[config.mk]
export PLATFORM = sky130hd
export DESIGN_NAME = periodic_handler_timer_table
export DESIGN_NICKNAME = d
export VERILOG_FILES = /design/src/rtl/core/phtt_pkg.sv /design/src/rtl/core/phtt_cell.sv /design/src/rtl/core/phtt_ctrl.sv /design/src/rtl/core/periodic_handler_timer_table.sv
export VERILOG_INCLUDE_DIRS = /design/src /design/src/rtl/core
export SDC_FILE = /design/constraint.sdc
export NUM_CORES = 2
export LEC_CHECK = 0
export BUFFER_PORTS_ARGS = -buffer_cell sky130_fd_sc_hd__buf_4
export CAP_MARGIN = 40
export CORE_ASPECT_RATIO = 1.5
export CORE_MARGIN = 1.5
export CORE_UTILIZATION = 39
export DETAILED_ROUTE_END_ITERATION = 10
export PLACE_DENSITY = 0.64
export SLEW_MARGIN = 20
export SYNTH_ARGS = -nofsm -noshare
export SYNTH_HDL_FRONTEND = slang
export SYNTH_SLANG_ARGS = --single-unit
[constraint.sdc]
create_clock -name clk -period 5.5 [get_ports clk]
set_input_delay 0.275 -clock clk [delete_from_list [all_inputs] [get_ports clk]]
set_output_delay 0.275 -clock clk [all_outputs]
set_load 0.05 [all_outputs]
[src/rtl/core/periodic_handler_timer_table_assert.svh]
// Assertion macros shared by the timer table modules.
`ifndef PERIODIC_HANDLER_TIMER_TABLE_ASSERT_SVH
`define PERIODIC_HANDLER_TIMER_TABLE_ASSERT_SVH

// The condition must hold in the same cycle as the trigger.
`define PHTT_ASSERT_NOW(label, ante, cons) \
    label: assert property (@(posedge clk) disable iff (!rst_n) (ante) |-> (cons)) \
        else $error("timer table check failed");

// The condition must hold in the cycle after the trigger.
`define PHTT_ASSERT_NEXT(label, ante, cons) \
    label: assert property (@(posedge clk) disable iff (!rst_n) (ante) |=> (cons)) \
        else $error("timer table check failed");

`endif

[src/rtl/core/phtt_pkg.sv]
// Package with the types, codes and defaults of the periodic handler timer table.
`default_nettype none

package phtt_pkg;

    // Fixed widths of the word fields.
    localparam int MODE_W   = 3;
    localparam int HID_W    = 8;
    localparam int PER_W    = 32;
    localparam int KIND_W   = 2;
    localparam int STATUS_W = 2;

    // Defaults for the top level parameters.
    localparam int SLOTS_DEFAULT        = 16;
    localparam int PERIOD_BITS_DEFAULT  = 32;
    localparam int HANDLER_BITS_DEFAULT = 8;

    // Command codes.
    localparam logic [MODE_W-1:0] MODE_TICK   = 3'd0;
    localparam logic [MODE_W-1:0] MODE_ADD    = 3'd1;
    localparam logic [MODE_W-1:0] MODE_REMOVE = 3'd2;
    localparam logic [MODE_W-1:0] MODE_CLEAR  = 3'd3;
    localparam logic [MODE_W-1:0] MODE_SKIP   = 3'd4;

    // Result kinds.
    localparam logic [KIND_W-1:0] KIND_STATUS  = 2'd0;
    localparam logic [KIND_W-1:0] KIND_FIRED   = 2'd1;
    localparam logic [KIND_W-1:0] KIND_NOFIRE  = 2'd2;
    localparam logic [KIND_W-1:0] KIND_SKIPPED = 2'd3;

    // Command status codes.
    localparam logic [STATUS_W-1:0] STATUS_OK         = 2'd0;
    localparam logic [STATUS_W-1:0] STATUS_FULL       = 2'd1;
    localparam logic [STATUS_W-1:0] STATUS_NOT_FOUND  = 2'd2;
    localparam logic [STATUS_W-1:0] STATUS_BAD_PERIOD = 2'd3;

    // Sequencer states.
    typedef enum logic [2:0] {
        ST_IDLE,
        ST_EXEC,
        ST_ROTATE,
        ST_BUBBLE,
        ST_FINISH
    } ctrl_state_t;

    // Operation applied by every slot cell in a cycle.
    typedef enum logic [2:0] {
        CELL_HOLD,
        CELL_ROTATE,
        CELL_BUBBLE,
        CELL_ADD,
        CELL_CLEAR
    } cell_op_t;

    typedef struct packed {
        cell_op_t op;
    } cell_ctrl_t;

endpackage

`default_nettype wire

[src/rtl/core/phtt_cell.sv]
// One slot cell of the timer chain: holds a slot and exchanges it with its neighbors.
`default_nettype none

module phtt_cell
    import phtt_pkg::*;
#(
    parameter int PERIOD_BITS  = PERIOD_BITS_DEFAULT,
    parameter int HANDLER_BITS = HANDLER_BITS_DEFAULT
)
(
    input  wire                      clk,
    input  wire                      rst_n,
    input  wire cell_ctrl_t          ctrl,
    input  wire                      prv_valid,
    input  wire                      nxt_valid,
    input  wire [HANDLER_BITS-1:0]   nxt_handler,
    input  wire [PERIOD_BITS-1:0]    nxt_period,
    input  wire [PERIOD_BITS-1:0]    nxt_remaining,
    input  wire [HANDLER_BITS-1:0]   new_handler,
    input  wire [PERIOD_BITS-1:0]    new_period,
    output logic                     valid,
    output logic [HANDLER_BITS-1:0]  handler,
    output logic [PERIOD_BITS-1:0]   period,
    output logic [PERIOD_BITS-1:0]   remaining
);

    logic                    valid_reg;
    logic                    valid_next;
    logic [HANDLER_BITS-1:0] handler_reg;
    logic [HANDLER_BITS-1:0] handler_next;
    logic [PERIOD_BITS-1:0]  period_reg;
    logic [PERIOD_BITS-1:0]  period_next;
    logic [PERIOD_BITS-1:0]  remaining_reg;
    logic [PERIOD_BITS-1:0]  remaining_next;

    // Next slot contents for the operation of this cycle.
    always_comb
    begin
        valid_next     = valid_reg;
        handler_next   = handler_reg;
        period_next    = period_reg;
        remaining_next = remaining_reg;
        case (ctrl.op)
            CELL_ROTATE:
            begin
                valid_next     = nxt_valid;
                handler_next   = nxt_handler;
                period_next    = nxt_period;
                remaining_next = nxt_remaining;
            end
            CELL_BUBBLE:
            begin
                // A hole pulls in its right neighbor; the cell behind a hole becomes the hole.
                if (!valid_reg)
                begin
                    valid_next     = nxt_valid;
                    handler_next   = nxt_handler;
                    period_next    = nxt_period;
                    remaining_next = nxt_remaining;
                end
                else if (!prv_valid)
                begin
                    valid_next = 1'b0;
                end
            end
            CELL_ADD:
            begin
                // Only the first empty cell takes the new slot.
                if (!valid_reg && prv_valid)
                begin
                    valid_next     = 1'b1;
                    handler_next   = new_handler;
                    period_next    = new_period;
                    remaining_next = new_period;
                end
            end
            CELL_CLEAR:
            begin
                valid_next = 1'b0;
            end
            default:
            begin
                valid_next = valid_reg;
            end
        endcase
    end

    // The valid flag is control state and is cleared at reset.
    always_ff @(posedge clk or negedge rst_n)
    begin
        if (!rst_n)
        begin
            valid_reg <= 1'b0;
        end
        else
        begin
            valid_reg <= valid_next;
        end
    end

    // Slot payload is only read while the slot is valid.
    always_ff @(posedge clk)
    begin
        handler_reg   <= handler_next;
        period_reg    <= period_next;
        remaining_reg <= remaining_next;
    end

    assign valid     = valid_reg;
    assign handler   = handler_reg;
    assign period    = period_reg;
    assign remaining = remaining_reg;

endmodule

`default_nettype wire

[src/rtl/core/phtt_ctrl.sv]
// Sequencer of the timer chain: command decode, head slot processing and result register.
`default_nettype none
`include "periodic_handler_timer_table_assert.svh"

module phtt_ctrl
    import phtt_pkg::*;
#(
    parameter int SLOTS        = SLOTS_DEFAULT,
    parameter int PERIOD_BITS  = PERIOD_BITS_DEFAULT,
    parameter int HANDLER_BITS = HANDLER_BITS_DEFAULT
)
(
    input  wire                      clk,
    input  wire                      rst_n,
    // Command channel
    input  wire                      cmd_valid,
    output logic                     cmd_stall,
    input  wire [MODE_W-1:0]         mode,
    input  wire [HID_W-1:0]          handler_id,
    input  wire [PER_W-1:0]          period,
    // Result channel
    output logic                     res_valid,
    input  wire                      res_stall,
    output logic [KIND_W-1:0]        kind,
    output logic [HID_W-1:0]         fired_handler,
    output logic [STATUS_W-1:0]      status,
    output logic                     last,
    // Chain head and tail
    input  wire                      head_valid,
    input  wire [HANDLER_BITS-1:0]   head_handler,
    input  wire [PERIOD_BITS-1:0]    head_period,
    input  wire [PERIOD_BITS-1:0]    head_remaining,
    input  wire                      tail_valid,
    output logic                     fb_valid,
    output logic [HANDLER_BITS-1:0]  fb_handler,
    output logic [PERIOD_BITS-1:0]   fb_period,
    output logic [PERIOD_BITS-1:0]   fb_remaining,
    output logic [HANDLER_BITS-1:0]  new_handler,
    output logic [PERIOD_BITS-1:0]   new_period,
    output cell_ctrl_t               cell_ctrl
);

    localparam int CNT_W = (SLOTS > 1) ? $clog2(SLOTS) : 1;
    localparam logic [CNT_W-1:0] CNT_LAST = CNT_W'(SLOTS - 1);

    ctrl_state_t             state_reg;
    ctrl_state_t             state_next;
    logic [CNT_W-1:0]        cnt_reg;
    logic [CNT_W-1:0]        cnt_next;
    logic                    held_reg;
    logic                    held_next;
    logic [HANDLER_BITS-1:0] held_handler_reg;
    logic [HANDLER_BITS-1:0] held_handler_next;
    logic                    found_reg;
    logic                    found_next;
    logic                    skip_reg;
    logic                    skip_next;
    logic [MODE_W-1:0]       mode_reg;
    logic [HANDLER_BITS-1:0] hid_reg;
    logic [PERIOD_BITS-1:0]  per_reg;

    logic                    out_valid_reg;
    logic [KIND_W-1:0]       out_kind_reg;
    logic [HID_W-1:0]        out_fired_reg;
    logic [STATUS_W-1:0]     out_status_reg;
    logic                    out_last_reg;

    logic                    out_free;
    logic                    push;
    logic [KIND_W-1:0]       push_kind;
    logic [HID_W-1:0]        push_fired;
    logic [STATUS_W-1:0]     push_status;
    logic                    push_last;
    logic                    fire;
    logic                    match;
    logic                    step_blocked;
    logic                    accept;

    assign cmd_stall = (state_reg != ST_IDLE);
    assign accept    = cmd_valid && !cmd_stall;
    assign out_free  = !out_valid_reg || !res_stall;

    // Head slot checks: a decrement to zero fires, a valid slot with the id matches.
    assign fire  = head_valid && (head_remaining == PERIOD_BITS'(1));
    assign match = head_valid && (head_handler == hid_reg) && !found_reg;

    assign new_handler = hid_reg;
    assign new_period  = per_reg;

    // Next state, chain operation and result push.
    always_comb
    begin
        state_next        = state_reg;
        cnt_next          = cnt_reg;
        held_next         = held_reg;
        held_handler_next = held_handler_reg;
        found_next        = found_reg;
        skip_next         = skip_reg;
        cell_ctrl.op      = CELL_HOLD;
        push              = 1'b0;
        push_kind         = KIND_STATUS;
        push_fired        = '0;
        push_status       = STATUS_OK;
        push_last         = 1'b1;
        step_blocked      = 1'b0;
        fb_valid          = head_valid;
        fb_handler        = head_handler;
        fb_period         = head_period;
        fb_remaining      = head_remaining;

        case (state_reg)
            ST_IDLE:
            begin
                if (accept)
                begin
                    state_next = ST_EXEC;
                end
            end
            ST_EXEC:
            begin
                cnt_next   = '0;
                held_next  = 1'b0;
                found_next = 1'b0;
                case (mode_reg)
                    MODE_TICK:
                    begin
                        if (skip_reg)
                        begin
                            if (out_free)
                            begin
                                push       = 1'b1;
                                push_kind  = KIND_SKIPPED;
                                skip_next  = 1'b0;
                                state_next = ST_IDLE;
                            end
                        end
                        else
                        begin
                            state_next = ST_ROTATE;
                        end
                    end
                    MODE_ADD:
                    begin
                        if (out_free)
                        begin
                            push       = 1'b1;
                            state_next = ST_IDLE;
                            if (per_reg == '0)
                            begin
                                push_status = STATUS_BAD_PERIOD;
                            end
                            else if (tail_valid)
                            begin
                                push_status = STATUS_FULL;
                            end
                            else
                            begin
                                cell_ctrl.op = CELL_ADD;
                            end
                        end
                    end
                    MODE_REMOVE:
                    begin
                        state_next = ST_ROTATE;
                    end
                    MODE_CLEAR:
                    begin
                        if (out_free)
                        begin
                            push         = 1'b1;
                            cell_ctrl.op = CELL_CLEAR;
                            state_next   = ST_IDLE;
                        end
                    end
                    MODE_SKIP:
                    begin
                        if (out_free)
                        begin
                            push       = 1'b1;
                            skip_next  = 1'b1;
                            state_next = ST_IDLE;
                        end
                    end
                    default:
                    begin
                        if (out_free)
                        begin
                            push       = 1'b1;
                            state_next = ST_IDLE;
                        end
                    end
                endcase
            end
            ST_ROTATE:
            begin
                if (mode_reg == MODE_TICK)
                begin
                    // Count down the head slot and reload it when it fires.
                    if (head_valid)
                    begin
                        fb_remaining = fire ? head_period
                                            : head_remaining - PERIOD_BITS'(1);
                    end
                    // An earlier firing is sent once a later one shows it is not the last.
                    if (fire && held_reg)
                    begin
                        step_blocked = !out_free;
                        push         = out_free;
                        push_kind    = KIND_FIRED;
                        push_fired   = HID_W'(held_handler_reg);
                        push_last    = 1'b0;
                    end
                    if (!step_blocked && fire)
                    begin
                        held_next         = 1'b1;
                        held_handler_next = head_handler;
                    end
                end
                else
                begin
                    // The first matching slot is dropped and leaves a hole behind.
                    fb_valid = head_valid && !match;
                    if (match)
                    begin
                        found_next = 1'b1;
                    end
                end
                if (!step_blocked)
                begin
                    cell_ctrl.op = CELL_ROTATE;
                    cnt_next     = cnt_reg + CNT_W'(1);
                    if (cnt_reg == CNT_LAST)
                    begin
                        cnt_next = '0;
                        if ((mode_reg == MODE_TICK) || !found_next)
                        begin
                            state_next = ST_FINISH;
                        end
                        else
                        begin
                            state_next = ST_BUBBLE;
                        end
                    end
                end
            end
            ST_BUBBLE:
            begin
                // Move the hole to the tail one cell per cycle.
                cell_ctrl.op = CELL_BUBBLE;
                fb_valid     = 1'b0;
                cnt_next     = cnt_reg + CNT_W'(1);
                if (cnt_reg == CNT_LAST)
                begin
                    cnt_next   = '0;
                    state_next = ST_FINISH;
                end
            end
            ST_FINISH:
            begin
                if (out_free)
                begin
                    push       = 1'b1;
                    state_next = ST_IDLE;
                    if (mode_reg == MODE_TICK)
                    begin
                        if (held_reg)
                        begin
                            push_kind  = KIND_FIRED;
                            push_fired = HID_W'(held_handler_reg);
                        end
                        else
                        begin
                            push_kind = KIND_NOFIRE;
                        end
                    end
                    else
                    begin
                        push_status = found_reg ? STATUS_OK : STATUS_NOT_FOUND;
                    end
                end
            end
            default:
            begin
                state_next = ST_IDLE;
            end
        endcase
    end

    // Sequencer registers.
    always_ff @(posedge clk or negedge rst_n)
    begin
        if (!rst_n)
        begin
            state_reg <= ST_IDLE;
            cnt_reg   <= '0;
            held_reg  <= 1'b0;
            found_reg <= 1'b0;
            skip_reg  <= 1'b0;
        end
        else
        begin
            state_reg <= state_next;
            cnt_reg   <= cnt_next;
            held_reg  <= held_next;
            found_reg <= found_next;
            skip_reg  <= skip_next;
        end
    end

    // Command word and held firing.
    always_ff @(posedge clk)
    begin
        held_handler_reg <= held_handler_next;
        if (accept)
        begin
            mode_reg <= mode;
            hid_reg  <= HANDLER_BITS'(handler_id);
            per_reg  <= PERIOD_BITS'(period);
        end
    end

    // Result register: refilled when empty or when the receiver takes its word.
    always_ff @(posedge clk or negedge rst_n)
    begin
        if (!rst_n)
        begin
            out_valid_reg <= 1'b0;
        end
        else if (push)
        begin
            out_valid_reg <= 1'b1;
        end
        else if (!res_stall)
        begin
            out_valid_reg <= 1'b0;
        end
    end

    always_ff @(posedge clk)
    begin
        if (push)
        begin
            out_kind_reg   <= push_kind;
            out_fired_reg  <= push_fired;
            out_status_reg <= push_status;
            out_last_reg   <= push_last;
        end
    end

    assign res_valid     = out_valid_reg;
    assign kind          = out_kind_reg;
    assign fired_handler = out_fired_reg;
    assign status        = out_status_reg;
    assign last          = out_last_reg;

    // A blocked rotation step keeps the sweep position.
    `PHTT_ASSERT_NEXT(a_blocked_step_waits, (state_reg == ST_ROTATE) && step_blocked, (state_reg == ST_ROTATE) && $stable(cnt_reg))
    // The final word of a command returns the sequencer to idle.
    `PHTT_ASSERT_NEXT(a_last_ends_command, push && push_last, state_reg == ST_IDLE)
    // Compaction only follows a remove that found its slot.
    `PHTT_ASSERT_NOW(a_bubble_after_match, state_reg == ST_BUBBLE, found_reg && (mode_reg == MODE_REMOVE))

endmodule

`default_nettype wire

[src/rtl/core/periodic_handler_timer_table.sv]
// Top level of the periodic handler timer table: a chain of slot cells and its sequencer.
//
// Usage: commands enter on the cmd channel (mode, handler_id, period) and result words
// leave on the res channel (kind, fired_handler, status, last). A word moves at a rising
// edge where valid is high and stall is low; last marks the final word of a command.
// The slots live in a chain of SLOTS cells. A tick or remove sweeps the whole chain once,
// one cell per cycle through the head of the chain while the sweep is not paused; a
// remove that finds its slot then makes a second pass that moves the freed slot to the
// tail. Add, clear, skip, a skipped tick and unknown codes finish in the execute state
// once the result register is free. A new command is taken once the previous one has
// queued its last word. The first result word of a short command is pushed from the
// execute state after acceptance, and during or after the sweep for tick and remove.
// Reset empties the table and drops a pending skip; no clearing pass is needed.
// A stalled receiver holds the result register; a tick that fires again while a word is
// waiting pauses its sweep until that word is taken, so no word is lost or repeated.
`default_nettype none
`include "periodic_handler_timer_table_assert.svh"

module periodic_handler_timer_table
    import phtt_pkg::*;
#(
    parameter int SLOTS        = SLOTS_DEFAULT,
    parameter int PERIOD_BITS  = PERIOD_BITS_DEFAULT,
    parameter int HANDLER_BITS = HANDLER_BITS_DEFAULT
)
(
    input  wire                  clk,
    input  wire                  rst_n,
    input  wire                  cmd_valid,
    output logic                 cmd_stall,
    input  wire [MODE_W-1:0]     mode,
    input  wire [HID_W-1:0]      handler_id,
    input  wire [PER_W-1:0]      period,
    output logic                 res_valid,
    input  wire                  res_stall,
    output logic [KIND_W-1:0]    kind,
    output logic [HID_W-1:0]     fired_handler,
    output logic [STATUS_W-1:0]  status,
    output logic                 last
);

    logic                    cell_valid     [SLOTS];
    logic [HANDLER_BITS-1:0] cell_handler   [SLOTS];
    logic [PERIOD_BITS-1:0]  cell_period    [SLOTS];
    logic [PERIOD_BITS-1:0]  cell_remaining [SLOTS];

    logic                    fb_valid;
    logic [HANDLER_BITS-1:0] fb_handler;
    logic [PERIOD_BITS-1:0]  fb_period;
    logic [PERIOD_BITS-1:0]  fb_remaining;
    logic [HANDLER_BITS-1:0] new_handler;
    logic [PERIOD_BITS-1:0]  new_period;
    cell_ctrl_t              cell_ctrl;

    // Sequencer with head processing and result register.
    phtt_ctrl #(
        .SLOTS        (SLOTS),
        .PERIOD_BITS  (PERIOD_BITS),
        .HANDLER_BITS (HANDLER_BITS)
    ) u_ctrl (
        .clk            (clk),
        .rst_n          (rst_n),
        .cmd_valid      (cmd_valid),
        .cmd_stall      (cmd_stall),
        .mode           (mode),
        .handler_id     (handler_id),
        .period         (period),
        .res_valid      (res_valid),
        .res_stall      (res_stall),
        .kind           (kind),
        .fired_handler  (fired_handler),
        .status         (status),
        .last           (last),
        .head_valid     (cell_valid[0]),
        .head_handler   (cell_handler[0]),
        .head_period    (cell_period[0]),
        .head_remaining (cell_remaining[0]),
        .tail_valid     (cell_valid[SLOTS-1]),
        .fb_valid       (fb_valid),
        .fb_handler     (fb_handler),
        .fb_period      (fb_period),
        .fb_remaining   (fb_remaining),
        .new_handler    (new_handler),
        .new_period     (new_period),
        .cell_ctrl      (cell_ctrl)
    );

    // Chain of slot cells; the tail cell is fed back from the sequencer.
    for (genvar i = 0; i < SLOTS; i++)
    begin : g_cell
        logic                    nxt_valid;
        logic [HANDLER_BITS-1:0] nxt_handler;
        logic [PERIOD_BITS-1:0]  nxt_period;
        logic [PERIOD_BITS-1:0]  nxt_remaining;
        logic                    prv_valid;

        if (i == SLOTS - 1)
        begin : g_tail
            assign nxt_valid     = fb_valid;
            assign nxt_handler   = fb_handler;
            assign nxt_period    = fb_period;
            assign nxt_remaining = fb_remaining;
        end
        else
        begin : g_inner
            assign nxt_valid     = cell_valid[i+1];
            assign nxt_handler   = cell_handler[i+1];
            assign nxt_period    = cell_period[i+1];
            assign nxt_remaining = cell_remaining[i+1];
        end

        if (i == 0)
        begin : g_head
            assign prv_valid = 1'b1;
        end
        else
        begin : g_body
            assign prv_valid = cell_valid[i-1];
        end

        phtt_cell #(
            .PERIOD_BITS  (PERIOD_BITS),
            .HANDLER_BITS (HANDLER_BITS)
        ) u_cell (
            .clk           (clk),
            .rst_n         (rst_n),
            .ctrl          (cell_ctrl),
            .prv_valid     (prv_valid),
            .nxt_valid     (nxt_valid),
            .nxt_handler   (nxt_handler),
            .nxt_period    (nxt_period),
            .nxt_remaining (nxt_remaining),
            .new_handler   (new_handler),
            .new_period    (new_period),
            .valid         (cell_valid[i]),
            .handler       (cell_handler[i]),
            .period        (cell_period[i]),
            .remaining     (cell_remaining[i])
        );
    end

    // Between commands the used slots form an unbroken run from the head.
    for (genvar j = 1; j < SLOTS; j++)
    begin : g_chk
        `PHTT_ASSERT_NOW(a_compact_list, !cmd_stall && cell_valid[j], cell_valid[j-1])
    end

endmodule

`default_nettype wire

### Yosys cells after proc, flatten, opt, wreduce, memory -nomap -nowiden

Index checks and enable logic that the tools add are counted.

| storage, ports and cells | value |
|---|---|
| bits in registers | 1243 |
| input bits | 47 |
| output and inout port bits | 15 |

| cells by class | value |
|---|---|
| multiplexer cells | 263 |
| reduce and logical (&&, ||, !) cells | 93 |
| $add $sub $neg | 2 |
| eq/ne operators | 55 |

Operators with widths:

| operator | count |
|---|---|
| 32-bit one-hot mux with 3 select lines | 32 |
| 32-bit two-way mux | 52 |
| 8-bit one-hot mux with 3 select lines | 16 |
| 8-bit two-way mux | 37 |
| 1-bit two-way mux | 70 |
| 1-bit one-hot mux with 4 select lines | 16 |
| 3-bit AND reduction | 19 |
| 2-bit by 1-bit inequality test with 1-bit output (second input constant) | 22 |
| 2-bit inequality test (second input constant) | 18 |
| 2-bit AND reduction | 17 |
| 32-bit by 1-bit == test with 1-bit output (second input constant) | 1 |
| 32-bit logical NOT | 1 |
| 32-bit by 1-bit subtractor with 32-bit output (second input constant) | 1 |
| 3-bit two-way mux | 10 |
| 2-bit two-way mux | 14 |
| 1-bit logical NOT | 23 |
| 1-bit logical AND | 22 |
| 3-bit by 2-bit == test with 1-bit output (second input constant) | 6 |
| 8-bit one-hot mux with 2 select lines | 1 |
| 3-bit one-hot mux with 5 select lines | 1 |
| 3-bit one-hot mux with 2 select lines | 2 |
| 4-bit one-hot mux with 3 select lines | 1 |
| 1-bit one-hot mux with 2 select lines | 5 |
| 3-bit by 1-bit == test with 1-bit output (second input constant) | 3 |
| other kinds (15) | 23 |

### Longest topological paths before layout

| logic depth | value |
|---|---|
| word-level depth | 13 |
| depth in mapped cells | 10 |
| mapped depth without buffers | 8 |

### Cells and area by module

From an unflattened synthesis, not the netlist that was laid out.

| unflattened totals | value |
|---|---|
| cells, all modules | 5010 |
| area, all modules | 53850.4 um2 |

Modules (own cells, without submodules):

| module | times used | area each (um2) | cells each | sequential area each (um2) |
|---|---|---|---|---|
| phtt_cell | 16 | 3075.4 | 284 | 2187.1 |
| phtt_ctrl | 1 | 4639.4 | 465 | 2197.1 |
| periodic_handler_timer_table | 1 | 3.8 | 1 | 0.0 |

### Worst setup path before layout

OpenSTA, ideal clock, no wires.

| path | value |
|---|---|
| path type | flip-flop to flip-flop |
| start point | register u_ctrl.out_valid_reg, in the netlist u_ctrl.res_valid |
| end point | register g_cell[0].u_cell.handler_reg[0], enable pin |
| arrival time | 5.481 ns |
| setup slack | -0.507 ns |
| setup time | 0.526 ns |
| path buffers | 1 |
| cell stages (with the launch flop) | 8 |
| cell sequence | dfrtp_1 -> and2_0 -> nor3_1 -> o2111ai_1 -> nand2_1 -> a21oi_2 -> buf_2 -> a21oi_1 |

| on the way | value |
|---|---|
| longest elaborated chain between the ends | 13 |

RTL lines:

| what | RTL line | source |
|---|---|---|
| start, declared | phtt_ctrl.sv:62 | `logic out_valid_reg;` |
| start signal, assigned | phtt_ctrl.sv:327 | `out_valid_reg <= 1'b0;` |
| start signal, assigned | phtt_ctrl.sv:331 | `out_valid_reg <= 1'b1;` |
| start signal, assigned | phtt_ctrl.sv:335 | `out_valid_reg <= 1'b0;` |
| 1-bit logical NOT * | phtt_ctrl.sv:81 | `assign out_free = !out_valid_reg \|\| !res_stall;` |
| 1-bit logical OR * | phtt_ctrl.sv:81 |  |
| 1-bit logical NOT | phtt_ctrl.sv:207 | `step_blocked = !out_free;` |
| 1-bit two-way mux | phtt_ctrl.sv:205 | `if (fire && held_reg)` |
| 1-bit two-way mux | phtt_ctrl.sv:196 | `if (mode_reg == MODE_TICK)` |
| 1-bit two-way mux | phtt_ctrl.sv:111 | `case (state_reg)` |
| 1-bit two-way mux | phtt_ctrl.sv:196 |  |
| 1-bit two-way mux | phtt_ctrl.sv:111 |  |
| 1-bit two-way mux | phtt_ctrl.sv:228 | `if (!step_blocked)` |
| 3-bit one-hot mux with 3 select lines * | phtt_ctrl.sv:111 |  |
| 3-bit by 2-bit == test with 1-bit output / 3-bit by 1-bit == test with 1-bit output (equally long branches) | phtt_cell.sv:43 | `case (ctrl.op)` |
| 2-bit inequality test (no source line) / 3-bit nonzero test (equally long branches) | n/a |  |
| 3-bit AND reduction (no source line) * | n/a |  |
| end signal, assigned | phtt_cell.sv:104 | `handler_reg <= handler_next;` |
| end, declared | phtt_cell.sv:29 | `logic [HANDLER_BITS-1:0] handler_reg;` |

Mark *: on every way between the ends. The rest lies on a longest branch, timed or not. The select of a mux whose other input is x is not followed.
A chain may end at the register's enable or synchronous reset.

### Final worst setup path

| path | value |
|---|---|
| start point | register u_ctrl.per_reg[26], in the netlist u_ctrl.new_period[26] |
| end point | register g_cell[4].u_cell.period_reg[12], enable pin |

| on the way | value |
|---|---|
| longest elaborated chain between the ends | 8 |

RTL lines:

| what | RTL line | source |
|---|---|---|
| start, declared | phtt_ctrl.sv:60 | `logic [PERIOD_BITS-1:0] per_reg;` |
| start signal, assigned | phtt_ctrl.sv:318 | `per_reg <= PERIOD_BITS'(period);` |
| 32-bit logical NOT * | phtt_ctrl.sv:148 | `if (per_reg == '0)` |
| 3-bit two-way mux * | phtt_ctrl.sv:148 |  |
| 3-bit two-way mux * | phtt_ctrl.sv:144 | `if (out_free)` |
| 3-bit one-hot mux with 2 select lines * | phtt_ctrl.sv:124 | `case (mode_reg)` |
| 3-bit one-hot mux with 3 select lines * | phtt_ctrl.sv:111 |  |
| 3-bit by 2-bit == test with 1-bit output / 3-bit by 1-bit == test with 1-bit output (equally long branches) | phtt_cell.sv:43 |  |
| 2-bit by 1-bit inequality test with 1-bit output (no source line) (tied with other cells) | n/a |  |
| 3-bit AND reduction (no source line) * | n/a |  |
| end signal, assigned | phtt_cell.sv:105 | `period_reg <= period_next;` |
| end, declared | phtt_cell.sv:31 | `logic [PERIOD_BITS-1:0] period_reg;` |

Mark *: on every way between the ends. The rest lies on a longest branch, timed or not.

==> reports/metrics.yaml <==
yosys:
  yosysSeqAreaShare_pct: 75.0
  synth_xor_area_share_pct: 0.159
  synthTopCellsByArea: "edfxtp_1, nand2_1, clkbuf_1"
  syn-num-nets: 4316
  synth_seq_cells: 1243
  yosysMostFrequentCell: "nand2_1"
  ys.flop_type: "edfxtp_1"
  ys_async_sr_fraction_pct: 2.17
  synth-simple-area-share_pct: 19.5
  synth_edf_count: 1216
  synth_top_cells_by_count: "nand2_1, edfxtp_1, clkbuf_1, o21ai_0, a21oi_1"
  synth_top_family_by_area: "simple AND/OR/NAND/NOR gates"
  synth_fa_ha_area_share_pct: 0.0757
  yosysWarnings: 0
  synth_area_per_cell_sq_um: 11.6
  synth_compound_area_share_pct: 2.88
  synthMuxAreaShare_pct: 0.146
  ys_types: 68
  synth_area_leader_cell: "edfxtp_1"
  syn_area_sq_um: 49600
  postSynthCellCount: 4266
  synth_largest_type_area_fraction_pct: 73.6
critical_path:
  crit_required_ns: 5.87
  reg2regPathDepth: 7
  path_cells: "nor4_1 > nand4_1 > o2111ai_4 > buf_12 > o21ai_0 > a21oi_4 > buf_12"
  arrival_ns: 4.53
  start_kind: "register"
  r2r_start: "u_ctrl.new_period[26]"
  worstSetupPathType: "register to register"
  cpMaxStageDelayCell: "nor4_1"
  cp-end-kind: "register"
  path_buf_inv: 2
  crit_top_cell: "buf_12"
  cp_max_fo: 205
  r2r-end: "g_cell[4].u_cell.period[12]"
  critical_path.top_delay_family: "compound AO/OA/AOI/OAI gates"
  r2r_slack_ns: 1.34
  crit_path_max_incr_delay_ns: 0.64
power:
  power_density_nw_per_um2: 622
  p_int_w: 0.0243
  power.share.switching_pct: 31.1
  p_seq_share_pct: 53.9
  pwr-share-comb_pct: 23.7
  ir_worst_vdd_v: 0.000400
  switchingPower_w: 0.0110
  power.leakage_nw: 24.7
  p_clk_share_pct: 22.4
  power_w: 0.0353
sta:
  rsz0062_at_grt: "false"
  slew_headroom_pct: 24.3
  fin_skew_ns: 0.0245
  fin_ws_ns: 1.34
  finalSetupTns_ns: 0
  drv_slew: 0
  fmax_mhz: 241
  period_needed_ns: 4.16
  fin_crit_sh_pct: 75.6
  setup_viol: 0
  tightest_slew_ns: 1.14
  hold_viol: 0
hold_path:
  hold_path_class: "input port to register"
  holdPathEnd: "u_ctrl.state_reg[0]"
  hold_depth: 4
  hold_start: "cmd_valid"
global_route:
  grtUsageTotal_pct: 17.1
  gr-total-overflow: 0
  grt_max_degree: 247
  antenna_found_initial: 0
  grt_pass1_vias: 30300
  grt_pass1_wl_um: 174000
clock_network:
  cts_resized: 0
  cts_tree: "built"
  clock_sinks: 1243
  clockRootBuffer: "clkbuf_16"
  clk_pin_slew_ns: 0.06
  numCtsBuffers: 105
  clockBufferDepth: 3
  clock_latency_ns: 0.71
  htreeDepth: 3
  cts_hold_buf: 45
  post_cts_buffers: 0
job:
  maxCapViolCount: 0
run_status:
  status: "finished clean"
finish:
  fillers: 11500
  diodes: 0
  syn_to_final_growth_pct: 14.4
  drive_gt1_share_pct: 8.05
  utilization_pct: 44.8
  fin_nets: 4358
route:
  wl_um: 110000
  via_per_inst: 5.04
  remaining_drc_errors: 0
  ant_nets: 0
  drt_iter0_markers: 2992
  wl_per_cell_um: 18.1
  num_vias: 30700
  first_pass_iters: 6
floorplan:
  fp-row-count: 160
  core_sq_um: 127000
  ios: 62
  die_y_um: 440
  die_w_um: 294
  dieArea_sq_um: 129000
  start_util_pct: 39.2
placed_design:
  dp_slack_ns: 1.08
  io_buffers: 61
  gp_congestion: 0.849
  dpl.hpwl_um: 63600
==> power groups by stage <==
stage	combinational [W]	sequential [W]	clock, W
final	0.00837	0.0190	0.00790
after global routing	0.00945	0.0195	0.00839
after CTS	0.00851	0.0191	0.00808
after detailed placement	0.00840	0.0192	0
after global placement	0.00812	0.0192	0
after floorplan	0.00514	0.0192	0
==> per-stage QoR <==
step	instance area, sq um	std cells	hold slack, ns
2_1_floorplan	49600	4266	-0.0206
3_3_place_gp	52300	5832	0.234
3_5_place_dp	52600	5853	0.238
4_1_cts	56700	6094	0.0186
5_1_grt	56700	6098	0.0619
6_report	56700	6098	0.0823
==> cell type report <==
class                      instances  area, sq um  area share [%]
timing repair buffer             200         2150            3.79
inverter                          25         93.8           0.165
sequential                      1243        37200            65.5
clock inverter                    78          917            1.62
clock buffer                     118         2720            4.79
tap                             1701         2130            3.75
multi-input combinational       2733        11500            20.3
==> worst max-delay path by stage <==
stage	end	slack, ns	start	cells past startpoint
floorplan	g_cell[0].u_cell.handler[0]	-0.51	u_ctrl.res_valid	7
global placement	g_cell[15].u_cell.period[12]	1.08	u_ctrl.new_period[0]	7
detailed placement	g_cell[4].u_cell.period[5]	1.08	u_ctrl.new_period[0]	7
CTS	g_cell[15].u_cell.period[12]	1.04	u_ctrl.new_period[0]	7
global route	g_cell[4].u_cell.period[12]	1.14	u_ctrl.new_period[29]	7
finish	g_cell[4].u_cell.period[12]	1.34	u_ctrl.new_period[26]	7
==> tightest hold or removal path: cells and delay by family <==
family / cells / cell delay (ns)
buffers and inverters: 1 / 0.13
AOI/OAI and AO/OA: 2 / 0.21
and+or+nand+nor: 1 / 0.13
==> cell usage in the layout (no fill, tap or decap), drive strengths merged, types with 5 or more instances in the layout <==
master	instances
o21a	5
nor4	17
inv	28
or3	13
nor2	43
a21oi	55
clkinv	52
nor3	30
o31ai	8
nand2	2303
dlygate4sd3	45
o211ai	10
xnor2	8
bufinv	19
nand4	9
buf	153
o22ai	17
mux2i	5
a21o	6
a32oi	15
nand3	38
and2	14
edfxtp	1216
or4	7
dfrtp	27
clkbuf	120
o21ai	58
==> kinds of logic after synthesis <==
| kind of cell | count (synthesis) |
|---|---|
| adders and majority gates | 3 |
| muxes | 7 |
| AOI/OAI and AO/OA | 219 |
| buffers and inverters | 290 |
| and+or+nand+nor | 2495 |
| DFF | 1243 |
| xor gates and xnor gates | 9 |
==> metal layers <==
layer / track usage, % / vias to the layer above / wire length (um)
li1: - / 14500 / -
met1: 22.2 / 15300 / 45800
met2: 29.7 / 812 / 56800
met3: 2.02 / 157 / 5070
met4: 5.55 / 0 / 2870
met5: 0 / - / 0
Power figures use the tool's default switching activity.
